--- config.mk ---
export PLATFORM = sky130hd
export DESIGN_NAME = cbq_section_cell
export DESIGN_NICKNAME = d
export VERILOG_FILES = /design/src/rtl/cbq_pkg.sv /design/src/rtl/cbq_section_cell.sv
export SDC_FILE = /design/constraint.sdc
export NUM_CORES = 2
export LEC_CHECK = 0
export ABC_AREA = 1
export BUFFER_PORTS_ARGS = -buffer_cell sky130_fd_sc_hd__buf_2
export CAP_MARGIN = 20
export CORE_MARGIN = 2
export CORE_UTILIZATION = 65
export DETAILED_ROUTE_END_ITERATION = 12
export PLACE_DENSITY = 0.8
export SLEW_MARGIN = 20
export SYNTH_ARGS = -nofsm -noshare
export SYNTH_HDL_FRONTEND = slang
export SYNTH_SLANG_ARGS = --single-unit
export TNS_END_PERCENT = 50
--- constraint.sdc ---
create_clock -name clock -period 20.7 [get_ports clock]
set_clock_uncertainty 0.2 [all_clocks]
set_input_delay 1.035 -clock clock [delete_from_list [all_inputs] [get_ports clock]]
set_output_delay 1.035 -clock clock [all_outputs]
set_load 0.03 [all_outputs]
--- src/rtl/cbq_pkg.sv ---
// shared types and constants of the cascaded biquad filter
package cbq_pkg;

   localparam int SAMPLE_W = 16;
   localparam int COEF_W   = 32;
   localparam int ACC_W    = 48;
   localparam int OPER_W   = 25;
   localparam int PROD_W   = COEF_W + OPER_W;

   localparam int SAMPLE_MAX = 32767;
   localparam int SAMPLE_MIN = -32768;

   // configuration register indexes
   localparam int REG_INDEX_W = 3;
   localparam logic [REG_INDEX_W-1:0] REG_COEF_B0 = 3'd0;
   localparam logic [REG_INDEX_W-1:0] REG_COEF_B1 = 3'd1;
   localparam logic [REG_INDEX_W-1:0] REG_COEF_B2 = 3'd2;
   localparam logic [REG_INDEX_W-1:0] REG_COEF_A1 = 3'd3;
   localparam logic [REG_INDEX_W-1:0] REG_COEF_A2 = 3'd4;
   localparam logic [REG_INDEX_W-1:0] REG_SECTIONS = 3'd5;

   localparam logic signed [COEF_W-1:0] COEF_B0_RESET = 32'sd268435456;
   localparam logic [1:0] SECTIONS_RESET = 2'd3;

   typedef struct packed {
      logic signed [COEF_W-1:0] b0;
      logic signed [COEF_W-1:0] b1;
      logic signed [COEF_W-1:0] b2;
      logic signed [COEF_W-1:0] a1;
      logic signed [COEF_W-1:0] a2;
   } coef_set_type;

   typedef struct packed {
      logic                       valid;
      logic signed [SAMPLE_W-1:0] sample;
   } beat_type;

endpackage

--- src/rtl/cbq_section_cell.sv ---
// one direct form I biquad section with its own history and one shared multiplier
module cbq_section_cell #(
   parameter int COEF_FRAC_BITS = 28,
   parameter int OUT_FRAC_BITS  = 16
) (
   input  logic                  clock,
   input  logic                  reset,
   input  cbq_pkg::coef_set_type coef,
   input  logic                  enable,
   input  cbq_pkg::beat_type     beat_in,
   output cbq_pkg::beat_type     beat_out
);

   localparam int SW = cbq_pkg::SAMPLE_W;
   localparam int AW = cbq_pkg::ACC_W;
   localparam int PW = cbq_pkg::PROD_W;
   localparam int OW = cbq_pkg::OPER_W;
   localparam int FW = PW + 24;
   localparam int TW = AW + 1;
   localparam int FF_RSH = (COEF_FRAC_BITS >= OUT_FRAC_BITS) ? COEF_FRAC_BITS - OUT_FRAC_BITS : 0;
   localparam int FF_LSH = (COEF_FRAC_BITS >= OUT_FRAC_BITS) ? 0 : OUT_FRAC_BITS - COEF_FRAC_BITS;

   localparam logic [3:0] STEP_B0     = 4'd0;
   localparam logic [3:0] STEP_B1     = 4'd1;
   localparam logic [3:0] STEP_B2     = 4'd2;
   localparam logic [3:0] STEP_A1_LO  = 4'd3;
   localparam logic [3:0] STEP_A1_HI  = 4'd4;
   localparam logic [3:0] STEP_A2_LO  = 4'd5;
   localparam logic [3:0] STEP_A2_HI  = 4'd6;
   localparam logic [3:0] STEP_FINISH = 4'd8;

   localparam logic [TW-1:0] RND = (TW'(1) << OUT_FRAC_BITS) - TW'(1);
   localparam logic signed [TW-1:0] HI_LIM = TW'(cbq_pkg::SAMPLE_MAX);
   localparam logic signed [TW-1:0] LO_LIM = TW'(cbq_pkg::SAMPLE_MIN);

   logic                 run_ff, run_in;
   logic [3:0]           step_ff, step_in;
   logic [3:0]           kind_ff;
   logic                 acc_en_ff, acc_en_in;
   logic signed [SW-1:0] x_ff, x_in;
   logic signed [SW-1:0] x1_ff, x1_in, x2_ff, x2_in;
   logic signed [AW-1:0] y1_ff, y1_in, y2_ff, y2_in;
   logic signed [AW-1:0] acc_ff, acc_in;
   logic signed [PW-1:0] prod_ff, prod_in;
   logic signed [PW-1:0] lo_ff, lo_in;
   cbq_pkg::beat_type    beat_out_ff, beat_out_in;

   logic signed [cbq_pkg::COEF_W-1:0] mul_coef;
   logic signed [OW-1:0]              mul_oper;
   logic signed [63:0]                ff_wide;
   logic signed [63:0]                ff_aligned;
   logic signed [FW-1:0]              fb_full;
   logic signed [FW-1:0]              fb_shift;
   logic signed [TW-1:0]              t_sum;
   logic signed [TW-1:0]              t_trunc;
   logic signed [SW-1:0]              sat;

   // operand select for the one multiplier
   always_comb begin
      unique case (step_ff)
         STEP_B0: begin
            mul_coef = coef.b0;
            mul_oper = OW'(x_ff);
         end
         STEP_B1: begin
            mul_coef = coef.b1;
            mul_oper = OW'(x1_ff);
         end
         STEP_B2: begin
            mul_coef = coef.b2;
            mul_oper = OW'(x2_ff);
         end
         STEP_A1_LO: begin
            mul_coef = coef.a1;
            mul_oper = {1'b0, y1_ff[23:0]};
         end
         STEP_A1_HI: begin
            mul_coef = coef.a1;
            mul_oper = {y1_ff[AW-1], y1_ff[AW-1:24]};
         end
         STEP_A2_LO: begin
            mul_coef = coef.a2;
            mul_oper = {1'b0, y2_ff[23:0]};
         end
         STEP_A2_HI: begin
            mul_coef = coef.a2;
            mul_oper = {y2_ff[AW-1], y2_ff[AW-1:24]};
         end
         default: begin
            mul_coef = '0;
            mul_oper = '0;
         end
      endcase
   end

   assign prod_in = mul_coef * mul_oper;

   // feedforward term aligned to the output fraction
   assign ff_wide    = {{(64-PW){prod_ff[PW-1]}}, prod_ff};
   assign ff_aligned = (ff_wide >>> FF_RSH) <<< FF_LSH;

   // exact feedback product from its two halves, then floored
   assign fb_full  = $signed({prod_ff, 24'b0}) + $signed({{24{lo_ff[PW-1]}}, lo_ff});
   assign fb_shift = fb_full >>> COEF_FRAC_BITS;

   // truncate toward zero, then clamp to int16
   assign t_sum   = $signed({acc_ff[AW-1], acc_ff}) + $signed(acc_ff[AW-1] ? RND : '0);
   assign t_trunc = t_sum >>> OUT_FRAC_BITS;

   always_comb begin
      priority if (t_trunc > HI_LIM) begin
         sat = SW'(cbq_pkg::SAMPLE_MAX);
      end else if (t_trunc < LO_LIM) begin
         sat = SW'(cbq_pkg::SAMPLE_MIN);
      end else begin
         sat = t_trunc[SW-1:0];
      end
   end

   always_comb begin
      run_in      = run_ff;
      step_in     = step_ff;
      x_in        = x_ff;
      x1_in       = x1_ff;
      x2_in       = x2_ff;
      y1_in       = y1_ff;
      y2_in       = y2_ff;
      acc_in      = acc_ff;
      lo_in       = lo_ff;
      beat_out_in = '{valid: 1'b0, sample: beat_out_ff.sample};
      acc_en_in   = run_ff && (step_ff <= STEP_A2_HI);

      if (acc_en_ff) begin
         unique case (kind_ff)
            STEP_B0, STEP_B1, STEP_B2: acc_in = acc_ff + ff_aligned[AW-1:0];
            STEP_A1_LO, STEP_A2_LO:    lo_in  = prod_ff;
            STEP_A1_HI, STEP_A2_HI:    acc_in = acc_ff - fb_shift[AW-1:0];
            default:                   acc_in = acc_ff;
         endcase
      end

      if (!run_ff) begin
         if (beat_in.valid && enable) begin
            run_in  = 1'b1;
            step_in = STEP_B0;
            x_in    = beat_in.sample;
            acc_in  = '0;
         end
      end else if (step_ff == STEP_FINISH) begin
         run_in      = 1'b0;
         step_in     = STEP_B0;
         x2_in       = x1_ff;
         x1_in       = x_ff;
         y2_in       = y1_ff;
         y1_in       = acc_ff;
         beat_out_in = '{valid: 1'b1, sample: sat};
      end else begin
         step_in = step_ff + 4'd1;
      end
   end

   always_ff @(posedge clock) begin
      if (reset) begin
         run_ff      <= 1'b0;
         step_ff     <= STEP_B0;
         acc_en_ff   <= 1'b0;
         x1_ff       <= '0;
         x2_ff       <= '0;
         y1_ff       <= '0;
         y2_ff       <= '0;
         beat_out_ff <= '0;
      end else begin
         run_ff      <= run_in;
         step_ff     <= step_in;
         acc_en_ff   <= acc_en_in;
         x1_ff       <= x1_in;
         x2_ff       <= x2_in;
         y1_ff       <= y1_in;
         y2_ff       <= y2_in;
         beat_out_ff <= beat_out_in;
      end
   end

   always_ff @(posedge clock) begin
      kind_ff <= step_ff;
      prod_ff <= prod_in;
      lo_ff   <= lo_in;
      x_ff    <= x_in;
      acc_ff  <= acc_in;
   end

   assign beat_out = beat_out_ff;

   a_finish_only_when_running: assert property (@(posedge clock) disable iff (reset)
      beat_out_in.valid |-> run_ff)
      else $error("section result without a running sequence");

   a_no_start_while_running: assert property (@(posedge clock) disable iff (reset)
      run_ff && (step_ff != STEP_FINISH) |=> run_ff)
      else $error("section sequence stopped early");

   a_step_in_range: assert property (@(posedge clock) disable iff (reset)
      run_ff |-> (step_ff <= STEP_FINISH))
      else $error("section step counter out of range");

endmodule

==> run summary <==
Yosys cell types = 63
Post-synthesis sequential area ratio = 13.53%
Synth Net Count = 7,884
Drt wl/cell = 23.66 um
Register-to-register setup slack = 9.46 ns
H-tree depth = 2
CP arrival = 11.54 ns
Vias post-DR = 46,430
Initial antenna violation count = 6
CP Max Fanout = 32
Post-Syn Area per Cell = 7.465 um2
Final Cycle Share = 54.31%
Register clock-pin slew on the reported worst setup and hold paths = 0.07 ns
Setup TNS = 0 ns
Post-synth EDFFs = 49
Final Hold Viols = 0
# rows = 101
Main synth FF type = dfxtp_1
Drt drc = 0
Setup Crit Path Kind = flop to flop
Clock latency on the worst-skew pair = 0.58 ns
Top Ports = 197
Register Area = 0.006676 mm2
Worst min-delay path class = flop to flop
CTS sink cnt = 309
Fillers = 6,365
Status = finished clean
ANT nets after route = 0
Top Layer Used = met5
CTS hold repair buffers = 0
Core ar. = 0.07557 mm2
First-pass GRT wire length = 275,100 um
Critical path's largest stage delay = 0.83 ns
Footprint of the multi-input gates = 0.03633 mm2
Final nets = 7,978
Synth Register Bits = 309
Detailed Route WL = 182,500 um
Shortest period the worst path allows = 11.24 ns
Global Route Usage Sum = 47.19%
CTS buffer count = 34
Top cell type's share of synthesized area = 33.30%
Slew @ Worst Pin = 1.241 ns
Clk Tree Root Cell = clkbuf_16
Synth Instances = 6,612
Worst endpoint required time = 20.99 ns
Slew headroom = 16.65%
Initial Utilization = 65.31%
Detailed Route Iter0 Violations = 5,243
Synth async-reset ratio = 0%
Detail Route met2 WL = 78,570 um
Area leader, netlist = fa_1
Die Area = 0.07815 mm2
Synth-to-layout area growth = 6.294%
CTS tree = built
Drt pass-1 iters = 10
Setup Buffers After CTS = 0
F_max = 88.95 MHz
Critical path endpoint category = flop
Vias per cell = 6.018
Vias in the first global route = 46,980
Most numerous cell in the Yosys netlist = inv_1
Synth top area cells = fa_1 33%, inv_1 11%, dfxtp_1 11%
GPL Wtd Cong = 1.129
Dpl hpwl = 145,400 um
Port Buffers = 196
Post-synth top cells = 1,474 x inv_1, 1,299 x nand2_1, 821 x fa_1
Pin count of the biggest net entering global routing = 105
Hold depth = 0
Crit path max-delay cell type = a221oi_1
Total gr overflow = 0
Met3 wire length = 24,890 um
Synth warnings = 0
Die H = 279.6 um
Final setup vio count = 0
Post_cts resized = 0
Met1 wire length = 63,410 um
Share of cells above drive strength 1 = 5.764%
Clock Tree Buf Depth = 3
MaxCap Viol Count = 0
Most used cell, CP = fa_1
Syn Std Cell Area = 0.04936 mm2
Horiz. Die Dim = 279.6 um
RSZ-0062 raised after global routing = no
Worst setup SP type = flop
Fin. max-slew vios = 0
Cells on worst reg2reg path = 28
[worst paths after layout]
| check | endpoint | startpoint |
|---|---|---|
| max reg2reg | prod_ff[40] | step_ff[1] |
| max | prod_ff[40] | step_ff[1] |
| min reg2reg | kind_ff[3] | step_ff[3] |
| min | kind_ff[3] | step_ff[3] |
[stage by stage]
step	hold slack [ns]	area [um2]	utilization (%)	cells	setup slack, ns
after floorplan	0.1734	49360	-	6612	12.73
after global routing	0.2164	52450	69.41	7710	9.213
after CTS	0.2108	52430	69.37	7709	10.06
after global placement	0.1978	51370	67.98	7647	10.16
final	0.2174	52460	69.42	7714	9.457
after detailed placement	0.2023	51370	67.98	7647	10.08
[cells in the final DEF (no fill, tap or decap), types with 8 or more instances in the layout]
master / instances
inv_1: 1473
xnor2_1: 42
a221oi_1: 37
or2_2: 10
and2_1: 15
clkbuf_1: 13
clkinv_1: 11
fa_1: 821
a21boi_0: 9
buf_4: 72
dfxtp_1: 260
a31oi_1: 37
buf_2: 196
a21o_1: 31
nor2_4: 8
nand2_1: 1298
ha_1: 271
a21oi_1: 312
nand4_1: 25
nor3_2: 10
nor2_1: 793
nor4_1: 27
o21ai_0: 286
o22ai_1: 144
nor3_1: 44
edfxtp_1: 49
clkbuf_16: 34
nand3_1: 157
o21bai_1: 18
inv_2: 16
xor2_1: 79
o21a_1: 19
o211ai_1: 26
[metal layers]
metal	GRT usage (%)	vias up
met2	72.56	3387
li1	-	20440
met3	14.51	830
met1	57.49	21760
met4	31.32	8
met5	0	-
[state kept, by name, summed over array words and instances (netlist names), 16 cells and up]
name,count
acc_ff,48
y2_ff,48
x2_ff,16
prod_ff,57
beat_out,17
x1_ff,16
x_ff,16
lo_ff,33
y1_ff,48
[kinds of logic after synthesis]
logic type | count (synthesis) | share of synthesized area (%)
xor gates and xnor gates | 121 | 2.147
muxes | 1 | 0.02028
and+or+nand+nor | 2422 | 19.69
buffers and inverters | 1709 | 13.19
DFF | 309 | 13.53
AOI/OAI and AO/OA | 958 | 11.25
adders and majority gates | 1092 | 40.17
[critical path, delay by kind of cell, from the launching register on]
family          cells  cell delay (ns)
compound gates      7             2.63
xor+xnor            1             0.13
fa+ha+maj           9             4.22
buf+inv             4             1.16
flops               1             0.36
simple gates        7             2.41
[area by class of cell]
cell class,instances,share of cell area (%)
Multi-Input combinational cell,4594,69.24
Sequential cell,309,12.73
Inverter,1498,10.72
Timing Repair Buffer,269,2.953
Tap cell,978,2.332
Clock buffer,49,1.767
Clock inverter,13,0.2433
Antenna cell,4,0.01908
Power is not shown: default switching activity piles up to over one toggle a cycle in this logic, so the estimate is an artifact.
